`src/hdl/dclq_pkg.sv`:
```
// dclq_pkg: shared types, sizes and codes for the dual class linked queue
// used by dual_class_linked_queue and its port checker; no dependencies
`timescale 1ns / 1ps
`default_nettype none

package dclq_pkg;

    // handle field width and the number of handle slots it spans
    localparam int HANDLE_W    = 6;
    localparam int NUM_HANDLES = 2 ** HANDLE_W;

    localparam int MODE_W   = 3;
    localparam int STATUS_W = 2;

    // stream word widths
    localparam int IN_DATA_W  = 16;
    localparam int OUT_DATA_W = 24;

    typedef logic [HANDLE_W-1:0] t_handle;
    typedef logic [MODE_W-1:0]   t_mode;
    typedef logic [STATUS_W-1:0] t_status;

    // operation codes
    localparam t_mode MODE_PUSH     = 3'd0;
    localparam t_mode MODE_POP_PHYS = 3'd1;
    localparam t_mode MODE_POP_VIRT = 3'd2;
    localparam t_mode MODE_REMOVE   = 3'd3;
    localparam t_mode MODE_QUERY    = 3'd4;

    // result status codes
    localparam t_status STAT_OK               = 2'd0;
    localparam t_status STAT_PUSH_QUEUED      = 2'd1;
    localparam t_status STAT_POP_EMPTY        = 2'd2;
    localparam t_status STAT_REMOVE_UNQUEUED  = 2'd3;

    // queue classes
    localparam logic CLASS_PHYS = 1'b0;
    localparam logic CLASS_VIRT = 1'b1;

    typedef enum logic {
        ST_IDLE,
        ST_EXEC
    } t_state;

    // one result word
    typedef struct packed {
        t_status status;
        logic    all_empty;
        t_handle virt_head_handle;
        logic    virt_head_valid;
        t_handle phys_head_handle;
        logic    phys_head_valid;
        t_handle popped_handle;
        logic    popped_valid;
    } t_result;

endpackage

`default_nettype wire

```
`src/hdl/dual_class_linked_queue.sv`:
```
// dual_class_linked_queue: two fifo queues of handles kept as doubly linked
// lists in synchronous link memories; depends on dclq_pkg
`timescale 1ns / 1ps
`default_nettype none

//  channel  | dir | handshake                         | payload
//  ---------+-----+-----------------------------------+------------------------------
//  s_axis   | in  | i_s_axis_tvalid / o_s_axis_tready | tdata: mode, handle; tuser: is_virtual
//  m_axis   | out | o_m_axis_tvalid / i_m_axis_tready | tdata: one result word
//
//  each word passes an accept cycle and an execute cycle: the accept cycle issues
//  the link and class memory reads, the execute cycle uses the registered read
//  data, writes the memories back and loads the result register; the synchronous
//  link memory reads set this split. a result waiting in the output register does
//  not block the next accept; only the execute step waits for the register to free.
//  reset (synchronous, active low) clears the queued flags, both queue pointers
//  and the handshake state at once; the link memories need no clearing.

module dual_class_linked_queue (
    input  wire                                  i_clk,
    input  wire                                  i_rst_n,
    // input word
    input  wire                                  i_s_axis_tvalid,
    output logic                                 o_s_axis_tready,
    // [2:0] mode, [8:3] handle, [15:9] zero
    input  wire  [dclq_pkg::IN_DATA_W-1:0]       i_s_axis_tdata,
    // [0] is_virtual
    input  wire                                  i_s_axis_tuser,
    // result word
    output logic                                 o_m_axis_tvalid,
    input  wire                                  i_m_axis_tready,
    // [0] popped_valid, [6:1] popped_handle, [7] phys_head_valid,
    // [13:8] phys_head_handle, [14] virt_head_valid, [20:15] virt_head_handle,
    // [21] all_empty, [23:22] status
    output logic [dclq_pkg::OUT_DATA_W-1:0]      o_m_axis_tdata
);

    // ---------------------------------------------------------------------
    // state
    // ---------------------------------------------------------------------
    dclq_pkg::t_state   r_state, n_state;

    // per queue pointers, index 0 physical, index 1 virtual
    dclq_pkg::t_handle  r_head [2];
    dclq_pkg::t_handle  r_tail [2];
    logic [1:0]         r_ne;
    dclq_pkg::t_handle  n_head [2];
    dclq_pkg::t_handle  n_tail [2];
    logic [1:0]         n_ne;

    // queued flags, one per handle, cleared by reset
    logic [dclq_pkg::NUM_HANDLES-1:0] r_queued, n_queued;

    // link and class memories, contents undefined until written
    dclq_pkg::t_handle  r_next_mem  [dclq_pkg::NUM_HANDLES];
    dclq_pkg::t_handle  r_prev_mem  [dclq_pkg::NUM_HANDLES];
    logic               r_class_mem [dclq_pkg::NUM_HANDLES];

    // registered read data
    dclq_pkg::t_handle  r_rd_next;
    dclq_pkg::t_handle  r_rd_prev;
    logic               r_rd_class;

    // latched input word
    dclq_pkg::t_mode    r_mode;
    dclq_pkg::t_handle  r_handle;
    logic               r_cls;

    // output register
    logic               r_out_valid;
    dclq_pkg::t_result  r_out;
    dclq_pkg::t_result  n_out;

    // ---------------------------------------------------------------------
    // handshake control
    // ---------------------------------------------------------------------
    logic               w_in_accept;
    logic               w_exec;
    logic               w_out_free;

    dclq_pkg::t_mode    w_in_mode;
    dclq_pkg::t_handle  w_in_handle;
    dclq_pkg::t_handle  w_rd_addr;

    assign w_in_mode   = i_s_axis_tdata[dclq_pkg::MODE_W-1:0];
    assign w_in_handle = i_s_axis_tdata[dclq_pkg::MODE_W +: dclq_pkg::HANDLE_W];

    assign w_out_free  = !r_out_valid || i_m_axis_tready;
    assign w_in_accept = i_s_axis_tvalid && o_s_axis_tready;

    always_ff @(posedge i_clk) begin
        if (!i_rst_n) begin
            r_state <= dclq_pkg::ST_IDLE;
        end else begin
            r_state <= n_state;
        end
    end

    always_comb begin
        n_state         = r_state;
        o_s_axis_tready = 1'b0;
        w_exec          = 1'b0;
        unique case (r_state)
            dclq_pkg::ST_IDLE: begin
                o_s_axis_tready = 1'b1;
                if (i_s_axis_tvalid) begin
                    n_state = dclq_pkg::ST_EXEC;
                end
            end
            dclq_pkg::ST_EXEC: begin
                // hold the word until the result register can take it
                if (w_out_free) begin
                    w_exec  = 1'b1;
                    n_state = dclq_pkg::ST_IDLE;
                end
            end
            default: begin
                n_state = dclq_pkg::ST_IDLE;
            end
        endcase
    end

    // ---------------------------------------------------------------------
    // read side: a pop reads the links of its queue head, anything else
    // reads at the handle
    // ---------------------------------------------------------------------
    always_comb begin
        if (w_in_mode == dclq_pkg::MODE_POP_PHYS) begin
            w_rd_addr = r_head[0];
        end else if (w_in_mode == dclq_pkg::MODE_POP_VIRT) begin
            w_rd_addr = r_head[1];
        end else begin
            w_rd_addr = w_in_handle;
        end
    end

    always_ff @(posedge i_clk) begin
        if (w_in_accept) begin
            r_rd_next  <= r_next_mem[w_rd_addr];
            r_rd_prev  <= r_prev_mem[w_rd_addr];
            r_rd_class <= r_class_mem[w_rd_addr];
            r_mode     <= w_in_mode;
            r_handle   <= w_in_handle;
            r_cls      <= i_s_axis_tuser;
        end
    end

    // ---------------------------------------------------------------------
    // execute: list update and write back
    // ---------------------------------------------------------------------
    logic               c_wr_next_en;
    dclq_pkg::t_handle  c_wr_next_addr;
    dclq_pkg::t_handle  c_wr_next_data;
    logic               c_wr_prev_en;
    dclq_pkg::t_handle  c_wr_prev_addr;
    dclq_pkg::t_handle  c_wr_prev_data;
    logic               c_wr_class_en;

    always_comb begin
        logic               q;
        dclq_pkg::t_handle  top;
        logic               pv;
        dclq_pkg::t_handle  ph;
        dclq_pkg::t_status  st;

        n_head         = r_head;
        n_tail         = r_tail;
        n_ne           = r_ne;
        n_queued       = r_queued;
        c_wr_next_en   = 1'b0;
        c_wr_next_addr = r_handle;
        c_wr_next_data = r_handle;
        c_wr_prev_en   = 1'b0;
        c_wr_prev_addr = r_handle;
        c_wr_prev_data = r_handle;
        c_wr_class_en  = 1'b0;
        q              = dclq_pkg::CLASS_PHYS;
        top            = r_handle;
        pv             = 1'b0;
        ph             = '0;
        st             = dclq_pkg::STAT_OK;

        case (r_mode) inside
            dclq_pkg::MODE_PUSH: begin
                q = r_cls;
                if (r_queued[r_handle]) begin
                    st = dclq_pkg::STAT_PUSH_QUEUED;
                end else begin
                    if (r_ne[q]) begin
                        // append behind the current tail
                        c_wr_next_en   = 1'b1;
                        c_wr_next_addr = r_tail[q];
                        c_wr_next_data = r_handle;
                        c_wr_prev_en   = 1'b1;
                        c_wr_prev_addr = r_handle;
                        c_wr_prev_data = r_tail[q];
                        n_tail[q]      = r_handle;
                    end else begin
                        n_head[q] = r_handle;
                        n_tail[q] = r_handle;
                        n_ne[q]   = 1'b1;
                    end
                    n_queued[r_handle] = 1'b1;
                    c_wr_class_en      = 1'b1;
                end
            end
            dclq_pkg::MODE_POP_PHYS, dclq_pkg::MODE_POP_VIRT: begin
                q = (r_mode == dclq_pkg::MODE_POP_VIRT);
                if (r_ne[q]) begin
                    top = r_head[q];
                    pv  = 1'b1;
                    ph  = top;
                    if (r_tail[q] == top) begin
                        n_ne[q] = 1'b0;
                    end else begin
                        n_head[q] = r_rd_next;
                    end
                    n_queued[top] = 1'b0;
                end else begin
                    st = dclq_pkg::STAT_POP_EMPTY;
                end
            end
            dclq_pkg::MODE_REMOVE: begin
                q = r_rd_class;
                if (!r_queued[r_handle]) begin
                    st = dclq_pkg::STAT_REMOVE_UNQUEUED;
                end else begin
                    if (r_head[q] == r_handle) begin
                        if (r_tail[q] == r_handle) begin
                            n_ne[q] = 1'b0;
                        end else begin
                            n_head[q] = r_rd_next;
                        end
                    end else if (r_tail[q] == r_handle) begin
                        n_tail[q] = r_rd_prev;
                    end else begin
                        // middle of the list: bridge the neighbours
                        c_wr_next_en   = 1'b1;
                        c_wr_next_addr = r_rd_prev;
                        c_wr_next_data = r_rd_next;
                        c_wr_prev_en   = 1'b1;
                        c_wr_prev_addr = r_rd_next;
                        c_wr_prev_data = r_rd_prev;
                    end
                    n_queued[r_handle] = 1'b0;
                end
            end
            default: begin
                // query and unused codes change nothing
            end
        endcase

        n_out.popped_valid     = pv;
        n_out.popped_handle    = ph;
        n_out.phys_head_valid  = n_ne[0];
        n_out.phys_head_handle = n_ne[0] ? n_head[0] : '0;
        n_out.virt_head_valid  = n_ne[1];
        n_out.virt_head_handle = n_ne[1] ? n_head[1] : '0;
        n_out.all_empty        = !n_ne[0] && !n_ne[1];
        n_out.status           = st;
    end

    // memory write ports, one per store
    always_ff @(posedge i_clk) begin
        if (w_exec && c_wr_next_en) begin
            r_next_mem[c_wr_next_addr] <= c_wr_next_data;
        end
        if (w_exec && c_wr_prev_en) begin
            r_prev_mem[c_wr_prev_addr] <= c_wr_prev_data;
        end
        if (w_exec && c_wr_class_en) begin
            r_class_mem[r_handle] <= r_cls;
        end
    end

    // queue pointers and queued flags
    always_ff @(posedge i_clk) begin
        if (!i_rst_n) begin
            r_head[0] <= '0;
            r_head[1] <= '0;
            r_tail[0] <= '0;
            r_tail[1] <= '0;
            r_ne      <= '0;
            r_queued  <= '0;
        end else if (w_exec) begin
            r_head   <= n_head;
            r_tail   <= n_tail;
            r_ne     <= n_ne;
            r_queued <= n_queued;
        end
    end

    // ---------------------------------------------------------------------
    // output register
    // ---------------------------------------------------------------------
    always_ff @(posedge i_clk) begin
        if (!i_rst_n) begin
            r_out_valid <= 1'b0;
        end else if (w_exec) begin
            r_out_valid <= 1'b1;
        end else if (i_m_axis_tready) begin
            r_out_valid <= 1'b0;
        end
    end

    always_ff @(posedge i_clk) begin
        if (w_exec) begin
            r_out <= n_out;
        end
    end

    assign o_m_axis_tvalid = r_out_valid;
    assign o_m_axis_tdata  = r_out;

endmodule

`default_nettype wire

```
`config.mk`:
```
export PLATFORM = sky130hd
export DESIGN_NAME = dual_class_linked_queue
export DESIGN_NICKNAME = d
export VERILOG_FILES = /design/src/hdl/dclq_pkg.sv /design/src/hdl/dual_class_linked_queue.sv
export SDC_FILE = /design/constraint.sdc
export NUM_CORES = 2
export LEC_CHECK = 0
export ABC_CLOCK_PERIOD_IN_PS = 5000
export BUFFER_PORTS_ARGS = -buffer_cell sky130_fd_sc_hd__buf_2
export CORE_ASPECT_RATIO = 0.75
export CORE_MARGIN = 2
export CORE_UTILIZATION = 30
export CTS_CLUSTER_SIZE = 24
export DETAILED_ROUTE_END_ITERATION = 7
export GPL_TIMING_DRIVEN = 0
export HOLD_SLACK_MARGIN = 0.12
export PLACE_DENSITY_LB_ADDON = 0.05
export SLEW_MARGIN = 20
export SYNTH_ARGS = -nofsm -noshare
export SYNTH_HDL_FRONTEND = slang
export SYNTH_SLANG_ARGS = --single-unit
```
`constraint.sdc`:
```
create_clock -name i_clk -period 5 [get_ports i_clk]
set_input_delay 0.25 -clock i_clk [delete_from_list [all_inputs] [get_ports i_clk]]
set_output_delay 0.25 -clock i_clk [all_outputs]
set_load 0.005 [all_outputs]
```
-- Word-level counts from Yosys, hierarchy flattened
Memory sizes are Yosys's and may differ from the RTL's. A register that Yosys moved wholly into a read port is not among the register bits.
Index checks and enable logic that the tools add are counted.
- flip-flop bits (word level): 126
- bits in writable memories: 832
- input port bits: 21
- output and inout port bits: 26
- logic and storage cells: 214
- memories kept: 3
- order comparisons: 16
- equality and inequality tests: 12
- multiplexer cells: 120
- bitwise operators: 16
- reductions and logical operators: 28
- memories (memory ; words ; bits a word ; read ports ; clocked after memory_dff ; wr ports ; RTL line ; source):
    r_next_mem ; 64 ; 6 ; 1 ; 1 ; 1 ; dual_class_linked_queue.sv:55 ; dclq_pkg::t_handle r_next_mem [dclq_pkg::NUM_HANDLES];
    r_prev_mem ; 64 ; 6 ; 1 ; 1 ; 1 ; dual_class_linked_queue.sv:56 ; dclq_pkg::t_handle r_prev_mem [dclq_pkg::NUM_HANDLES];
    r_class_mem ; 64 ; 1 ; 1 ; 1 ; 1 ; dual_class_linked_queue.sv:57 ; logic r_class_mem [dclq_pkg::NUM_HANDLES];
- operator list (operator ; number):
    2-to-1 mux 64 bit ; 6
    2-to-1 mux 12 bit ; 17
    2-to-1 mux 6 bit ; 34
    bitwise AND 64 bit ; 2
    NOT 64 bit ; 2
    bitwise OR 64 bit ; 1
    bitwise mux 12 bit ; 5
    2-to-1 mux 1 bit ; 33
    2-to-1 mux 2 bit ; 15
    demux 6 bit (select 1 bit) ; 3
    == test 6 bit ; 3
    less-than comparator 6 x 7 -> 1 bit (second input constant) ; 2
    demux 1 bit (select 6 bit) ; 2
    greater-or-equal comparator 6 x 1 -> 1 bit (second input constant) ; 2
    logical AND 1 bit ; 12
    == test 3 x 2 -> 1 bit (second input constant) ; 3
    nonzero test 2 bit ; 4
    AND reduction 7 bit ; 1
    binary-select mux 1 bit (select 6 bit) ; 1
    == test 3 x 1 -> 1 bit (second input constant) ; 2
    greater-or-equal comparator 2 bit (second input constant) ; 3
    less-than comparator 1 x 2 -> 1 bit (second input constant) ; 3
    less-than comparator 2 x 1 -> 1 bit (second input constant) ; 3
    != test 2 bit (second input constant) ; 3
    16 further kinds ; 30

-- Depth between registers and ports, before layout
- word-level depth: 14
- gate-level depth with buffers: 13
- gate-level depth less buffers: 10

-- Worst setup path after synthesis
No wires, ideal clock.
- kind: flip-flop to flip-flop
- from: register r_cls
- to: memory r_next_mem[60][0] in the netlist's numbering, enable pin
- setup time: 352 ps
- arrival time: 4172 ps
- required time: 4648 ps
- slack: 476 ps
- cell stages (with the launch flop): 10
- path buffers: 1
- clock period less this slack: 4524 ps
- cell sequence: edfxtp_1 -> clkbuf_1 -> mux2_2 -> nand2_1 -> inv_1 -> nand3_2 -> o21ai_4 -> o221ai_2 -> nand3_1 -> nor2_1
- elaborated cells on any way between the ends: 15
- those cells by class: mux (13); bitwise (1); reduce/logical (1)
- RTL lines (element ; RTL line ; source):
    start: declaration ; dual_class_linked_queue.sv:67 ; logic r_cls;
    start signal: assignment ; dual_class_linked_queue.sv:144 ; r_cls <= i_s_axis_tuser;
    NOT 1 -> 2 bit (not written as such) ; dual_class_linked_queue.sv:192 ; c_wr_next_addr = r_tail[q];
    2-to-1 mux 6 bit (not written as such) (3 in series) ; dual_class_linked_queue.sv:192 ;
    2-to-1 mux 6 bit * ; dual_class_linked_queue.sv:189 ; if (r_ne[q]) begin
    2-to-1 mux 6 bit * ; dual_class_linked_queue.sv:186 ; if (r_queued[r_handle]) begin
    2-to-1 mux 6 bit * ; dual_class_linked_queue.sv:183 ; case (r_mode) inside
    net c_wr_next_addr[5] ; dual_class_linked_queue.sv:152 ; dclq_pkg::t_handle c_wr_next_addr;
    end: declaration ; dual_class_linked_queue.sv:55 ;
The timed path passes the listed nets; every way through them passes the cells marked *. The select of a mux whose other input is x is not followed.

-- Final worst setup path
- from: register r_head[9] in the netlist's numbering
- to: register r_rd_next[0] (read register of r_next_mem), data pin
- longest elaborated chain between the ends: 1
- RTL lines (element ; RTL line ; source):
    start: declaration ; dual_class_linked_queue.sv:44 ; dclq_pkg::t_handle r_head [2];
    start signal: assignment ; dual_class_linked_queue.sv:286 ; r_head <= n_head;
    2-to-1 mux 6 bit ; dual_class_linked_queue.sv:128 ; if (w_in_mode == dclq_pkg::MODE_POP_PHYS) begin
    end: declaration ; dual_class_linked_queue.sv:60 ; dclq_pkg::t_handle r_rd_next;
Every way passes these cells.
A chain may end at the register's enable or synchronous reset.

==> impl_metrics.xml <==
<?xml version="1.0" encoding="UTF-8"?>
<metrics>
  <group name="logic_synthesis">
    <metric name="syn_nets" unit="">2613</metric>
    <metric name="synthTopCellsByArea" unit="">sky130_fd_sc_hd__edfxtp_1 (64%), sky130_fd_sc_hd__mux4_2 (11%), sky130_fd_sc_hd__dfxtp_1 (4.5%), sky130_fd_sc_hd__nor2_1 (2.2%), sky130_fd_sc_hd__nand2_1 (2.1%)</metric>
    <metric name="synth.ff_latch_count" unit="">971</metric>
    <metric name="yosysSeqAreaShare" unit="">0.690</metric>
    <metric name="post-synth-top-area-cell" unit="">sky130_fd_sc_hd__edfxtp_1</metric>
    <metric name="netlist-cell-type-count" unit="">78</metric>
    <metric name="synth.cell_area" unit="sq um">40900</metric>
    <metric name="synthCells" unit="">2592</metric>
    <metric name="synth_top_area_frac" unit="">0.645</metric>
    <metric name="yosysWarnings" unit="">0</metric>
    <metric name="synth_edf_count" unit="">879</metric>
    <metric name="synth_ff_type" unit="">sky130_fd_sc_hd__edfxtp_1</metric>
    <metric name="synthArstFlopShare" unit="">0</metric>
    <metric name="synth_area_per_cell" unit="sq um">15.8</metric>
  </group>
  <group name="worst_setup_path">
    <metric name="path_depth" unit="">9</metric>
    <metric name="reg2reg_to" unit="">r_rd_next[0]</metric>
    <metric name="crit_type" unit="">reg2reg</metric>
    <metric name="worst-r2r-setup-slack" unit="ns">0.005</metric>
    <metric name="cpMaxStageDelayCell" unit="">sky130_fd_sc_hd__clkbuf_1</metric>
    <metric name="worst-path-buf-inv" unit="">4</metric>
    <metric name="timing.critical_path.slowest_cell_delay" unit="ns">0.86</metric>
    <metric name="crit_path_max_fanout" unit="">10</metric>
    <metric name="worstReg2RegStart" unit="">r_head[9]</metric>
    <metric name="crit_path_capture_type" unit="">flop</metric>
    <metric name="timing.critical_path.arrival" unit="ns">5.41</metric>
    <metric name="cp-startpoint" unit="">r_head[9]</metric>
    <metric name="timing.critical_path.mode_cell" unit="">sky130_fd_sc_hd__clkbuf_1</metric>
    <metric name="critical_path.startpoint_type" unit="">flop</metric>
    <metric name="worstPathCellList" unit="">clkbuf_1, o22a_1, o22ai_1, clkbuf_1, clkbuf_1, clkbuf_1, a31oi_1, a32oi_1, o21ai_0</metric>
    <metric name="timing.critical_path.max_delay_family" unit="">buffers and inverters</metric>
    <metric name="crit_required" unit="ns">5.42</metric>
    <metric name="endpoint" unit="">r_rd_next[0]</metric>
    <metric name="r2r.worst_path.cells" unit="">9</metric>
  </group>
  <group name="placement">
    <metric name="place_hpwl" unit="mm">104</metric>
    <metric name="dp.cells" unit="">4435</metric>
    <metric name="gp_congestion" unit="">0.844</metric>
    <metric name="pre_cts_ws" unit="ns">-0.614</metric>
    <metric name="numPortBuffers" unit="">38</metric>
  </group>
  <group name="cts">
    <metric name="cts_max_path_buffers" unit="">3</metric>
    <metric name="clk_pin_slew_worst_paths" unit="ns">0.06</metric>
    <metric name="cts_inserted_buffers" unit="">105</metric>
    <metric name="insertion_delay" unit="ns">0.74</metric>
    <metric name="cts_max_level" unit="">3</metric>
    <metric name="tritoncts_clock_tree" unit="">yes</metric>
    <metric name="cts-root-buf" unit="">sky130_fd_sc_hd__clkbuf_16</metric>
    <metric name="cts_num_sinks" unit="">971</metric>
  </group>
  <group name="global_route">
    <metric name="track_usage" unit="">0.218</metric>
    <metric name="grt_first_pass_wirelength" unit="mm">210</metric>
    <metric name="grt_pass1_vias" unit="">25500</metric>
    <metric name="grt_start_max_net_pins" unit="">69</metric>
    <metric name="grt_overflow" unit="">0</metric>
    <metric name="grt_antenna_before_repair" unit="">7</metric>
  </group>
  <group name="pwr">
    <metric name="power.total" unit="W">0.0193</metric>
    <metric name="power.internal" unit="W">0.0144</metric>
    <metric name="ir_drop" unit="mV">0.266</metric>
    <metric name="total_leakage_power" unit="nW">15.0</metric>
    <metric name="power_switching" unit="W">0.00491</metric>
    <metric name="seq_power_share" unit="">0.468</metric>
    <metric name="clock_power_share" unit="">0.427</metric>
    <metric name="switching_share" unit="">0.254</metric>
    <metric name="power_per_cell_area" unit="nW/um^2">400</metric>
    <metric name="power.share.combinational" unit="">0.105</metric>
  </group>
  <group name="floorplanning">
    <metric name="die_area" unit="sq um">139000</metric>
    <metric name="initial_core_util" unit="">0.302</metric>
    <metric name="core_area" unit="sq um">136000</metric>
    <metric name="floorplan.rows" unit="">117</metric>
    <metric name="top_level_ports" unit="">47</metric>
    <metric name="die_span_in_y" unit="um">324</metric>
    <metric name="floorplan.die.width" unit="um">431</metric>
  </group>
  <group name="sta">
    <metric name="totalNegativeSetupSlack" unit="ns">0</metric>
    <metric name="max_freq" unit="GHz">0.200</metric>
    <metric name="report.final.setup_viol" unit="">0</metric>
    <metric name="setup_ws_final" unit="ns">0.00490</metric>
    <metric name="post-route-min-period" unit="ns">5.00</metric>
    <metric name="final.setup_skew" unit="ns">0.0368</metric>
    <metric name="slew_headroom" unit="">0.201</metric>
    <metric name="maxSlewViolCount" unit="">0</metric>
    <metric name="layout_worst_path_cycle_share" unit="">0.999</metric>
    <metric name="worst_pin_slew" unit="ns">1.20</metric>
    <metric name="setup_repair_after_global_routing_missed_its_margin" unit="">false</metric>
    <metric name="timing_hold_violations_final" unit="">0</metric>
  </group>
  <group name="finish">
    <metric name="stdcell_count" unit="">4655</metric>
    <metric name="num-nets-final" unit="">2797</metric>
    <metric name="fraction_of_final_layout_cells_sized_beyond_drive_strength_1" unit="">0.252</metric>
    <metric name="fillerInstances" unit="">12800</metric>
    <metric name="area.growth.synth_to_final" unit="%">18.0</metric>
  </group>
  <group name="detailed_routing">
    <metric name="dr.pass1.iters" unit="">5</metric>
    <metric name="routedWlPerCell" unit="um">32.9</metric>
    <metric name="vias_per_cell" unit="">5.60</metric>
    <metric name="detail_route.wirelength" unit="mm">153</metric>
    <metric name="count_of_antenna_violating_nets_left_after_detailed_routing" unit="">0</metric>
    <metric name="detail_route.iter0.violations" unit="">3217</metric>
    <metric name="post-route-drc-count" unit="">0</metric>
    <metric name="dr_total_vias" unit="">26100</metric>
  </group>
  <group name="worst_hold_path">
    <metric name="hp-start" unit="">i_s_axis_tuser</metric>
    <metric name="min_path_type" unit="">in2reg</metric>
  </group>
  <group name="outcome">
    <metric name="status" unit="">finished, final reports clean</metric>
  </group>
  <group name="flow_run">
    <metric name="max-cap-violations" unit="">0</metric>
  </group>
</metrics>
[state kept, by name, indices dropped and copies added (netlist names)]
register	count
r_next_mem	384
r_prev_mem	384
r_class_mem	64
r_queued	64
o_m_axis_tdata	24
r_head	12
r_tail	12
r_handle	6
r_rd_next	6
r_rd_prev	6
r_mode	3
r_ne	2
o_m_axis_tvalid	1
r_cls	1
r_rd_class	1
r_state	1
[worst reg2reg max path, cell delays in order, from the launching register on]
cell and delay (ns):
sky130_fd_sc_hd__dfxtp_1 0.29, sky130_fd_sc_hd__clkbuf_1 0.26, sky130_fd_sc_hd__o22a_1 0.31, sky130_fd_sc_hd__o22ai_1 0.25
sky130_fd_sc_hd__clkbuf_1 0.71, sky130_fd_sc_hd__clkbuf_1 0.77, sky130_fd_sc_hd__clkbuf_1 0.87, sky130_fd_sc_hd__a31oi_1 0.28
sky130_fd_sc_hd__a32oi_1 0.66, sky130_fd_sc_hd__o21ai_0 0.27
[area by class of cell]
type                            instances  area, sq um  area share
Inverter                               29          131     0.00272
Antenna cell                            4         10.0    0.000207
Tap cell                             1785         2230      0.0462
Buffer                                173          810      0.0168
Multi-Input combinational cell       1419        12500       0.259
Clock inverter                         70          830      0.0172
Timing Repair Buffer                   77          800      0.0165
Sequential cell                       971        28200       0.584
Clock buffer                          127         2750      0.0570
[routing by layer]
| layer | GRT usage | share of wire |
|---|---|---|
| met5 | 0 | 0 |
| met4 | 0.0435 | 0.019 |
| met3 | 0.0445 | 0.074 |
| met2 | 0.325 | 0.44 |
| met1 | 0.329 | 0.47 |
[worst min path at each step]
stage,endpoint,slack [ns],cells after the start
floorplan,r_cls,0.35,0
global placement,r_cls,0.43,1
global route,r_cls,0.23,2
detailed placement,r_cls,0.43,1
CTS,r_cls,0.19,2
finish,r_cls,0.24,2
[synthesized netlist by cell type (10+ instances only)]
cell / n
sky130_fd_sc_hd__xnor2_1: 19
sky130_fd_sc_hd__clkbuf_1: 96
sky130_fd_sc_hd__a21oi_1: 40
sky130_fd_sc_hd__nor3_1: 83
sky130_fd_sc_hd__buf_2: 53
sky130_fd_sc_hd__nand3_1: 71
sky130_fd_sc_hd__and2_1: 13
sky130_fd_sc_hd__a221o_1: 64
sky130_fd_sc_hd__a221oi_1: 76
sky130_fd_sc_hd__a22oi_1: 67
sky130_fd_sc_hd__nand2_1: 232
sky130_fd_sc_hd__o22ai_1: 10
sky130_fd_sc_hd__edfxtp_1: 879
sky130_fd_sc_hd__a211oi_1: 16
sky130_fd_sc_hd__mux2i_1: 67
sky130_fd_sc_hd__o221a_2: 12
sky130_fd_sc_hd__o22a_1: 11
sky130_fd_sc_hd__mux4_2: 192
sky130_fd_sc_hd__dfxtp_1: 92
sky130_fd_sc_hd__a32oi_1: 11
sky130_fd_sc_hd__o21ai_0: 34
sky130_fd_sc_hd__nor2_1: 243
sky130_fd_sc_hd__buf_1: 13
sky130_fd_sc_hd__inv_1: 24
sky130_fd_sc_hd__and3_1: 11
sky130_fd_sc_hd__a31oi_1: 23
[through the flow]
stage               utilization  instance area, sq um  hold WS, ns
detailed placement        0.324                 44000        0.429
floorplan                     -                 40900        0.349
CTS                       0.355                 48200        0.192
finish                    0.356                 48300        0.242
global route              0.356                 48300        0.225
global placement          0.320                 43400        0.431
[placed cells by master (no fill, tap or decap), drive strengths merged, types with 4 or more instances in the layout]
cell type / Yosys / final
dlygate4sd3: 0 / 12
buf: 76 / 136
a211oi: 16 / 16
o22ai: 10 / 10
a32oi: 11 / 11
a311oi: 8 / 8
or3: 9 / 9
o221a: 13 / 13
and2: 13 / 13
nand2: 233 / 233
clkinv: 2 / 47
mux2i: 70 / 70
a221o: 64 / 64
nor4: 7 / 7
o22a: 11 / 11
a22oi: 67 / 67
a221oi: 76 / 76
nand3: 79 / 79
xnor2: 19 / 19
clkbuf: 97 / 227
o2111ai: 6 / 6
nor2: 247 / 247
bufinv: 0 / 18
mux2: 4 / 4
edfxtp: 879 / 879
nor3: 84 / 84
o21ai: 39 / 39
a21o: 6 / 6
dfxtp: 92 / 92
mux4: 192 / 192
nand4: 6 / 6
a31oi: 24 / 24
inv: 27 / 31
a21oi: 42 / 42
o2bb2ai: 6 / 6
nand2b: 8 / 8
diode: 0 / 4
and3: 11 / 11
o221ai: 7 / 7
[logic make-up (layout without fill, tap and decap cells)]
logic type | after synthesis | in the layout | share of synthesized area
AOI/OAI and AO/OA | 421 | 421 | 0.0835
xor gates and xnor gates | 21 | 21 | 0.00449
buffers and inverters | 202 | 476 | 0.0212
DFF | 971 | 971 | 0.690
muxes | 266 | 266 | 0.125
other | 0 | 4 | 0
and+or+nand+nor | 711 | 711 | 0.0768
[power groups by stage]
stage	logic [W]	registers, W	clock network [W]
6_report	0.00204	0.00903	0.00824
5_1_grt	0.00213	0.00903	0.00873
4_1_cts	0.00203	0.00903	0.00841
3_5_place_dp	0.00199	0.00920	0
3_3_place_gp	0.00189	0.00923	0
2_1_floorplan	0.00101	0.00918	0
[timing repair]
action	4_1_cts	5_1_grt
pin swaps	2	1
setup endpoints to repair	772	635
endpoints found under the hold margin	35	0
resized for setup	162	24
setup buffers	1	5
hold buffers	12	0
No activity file was read; power rests on OpenSTA's default activity.
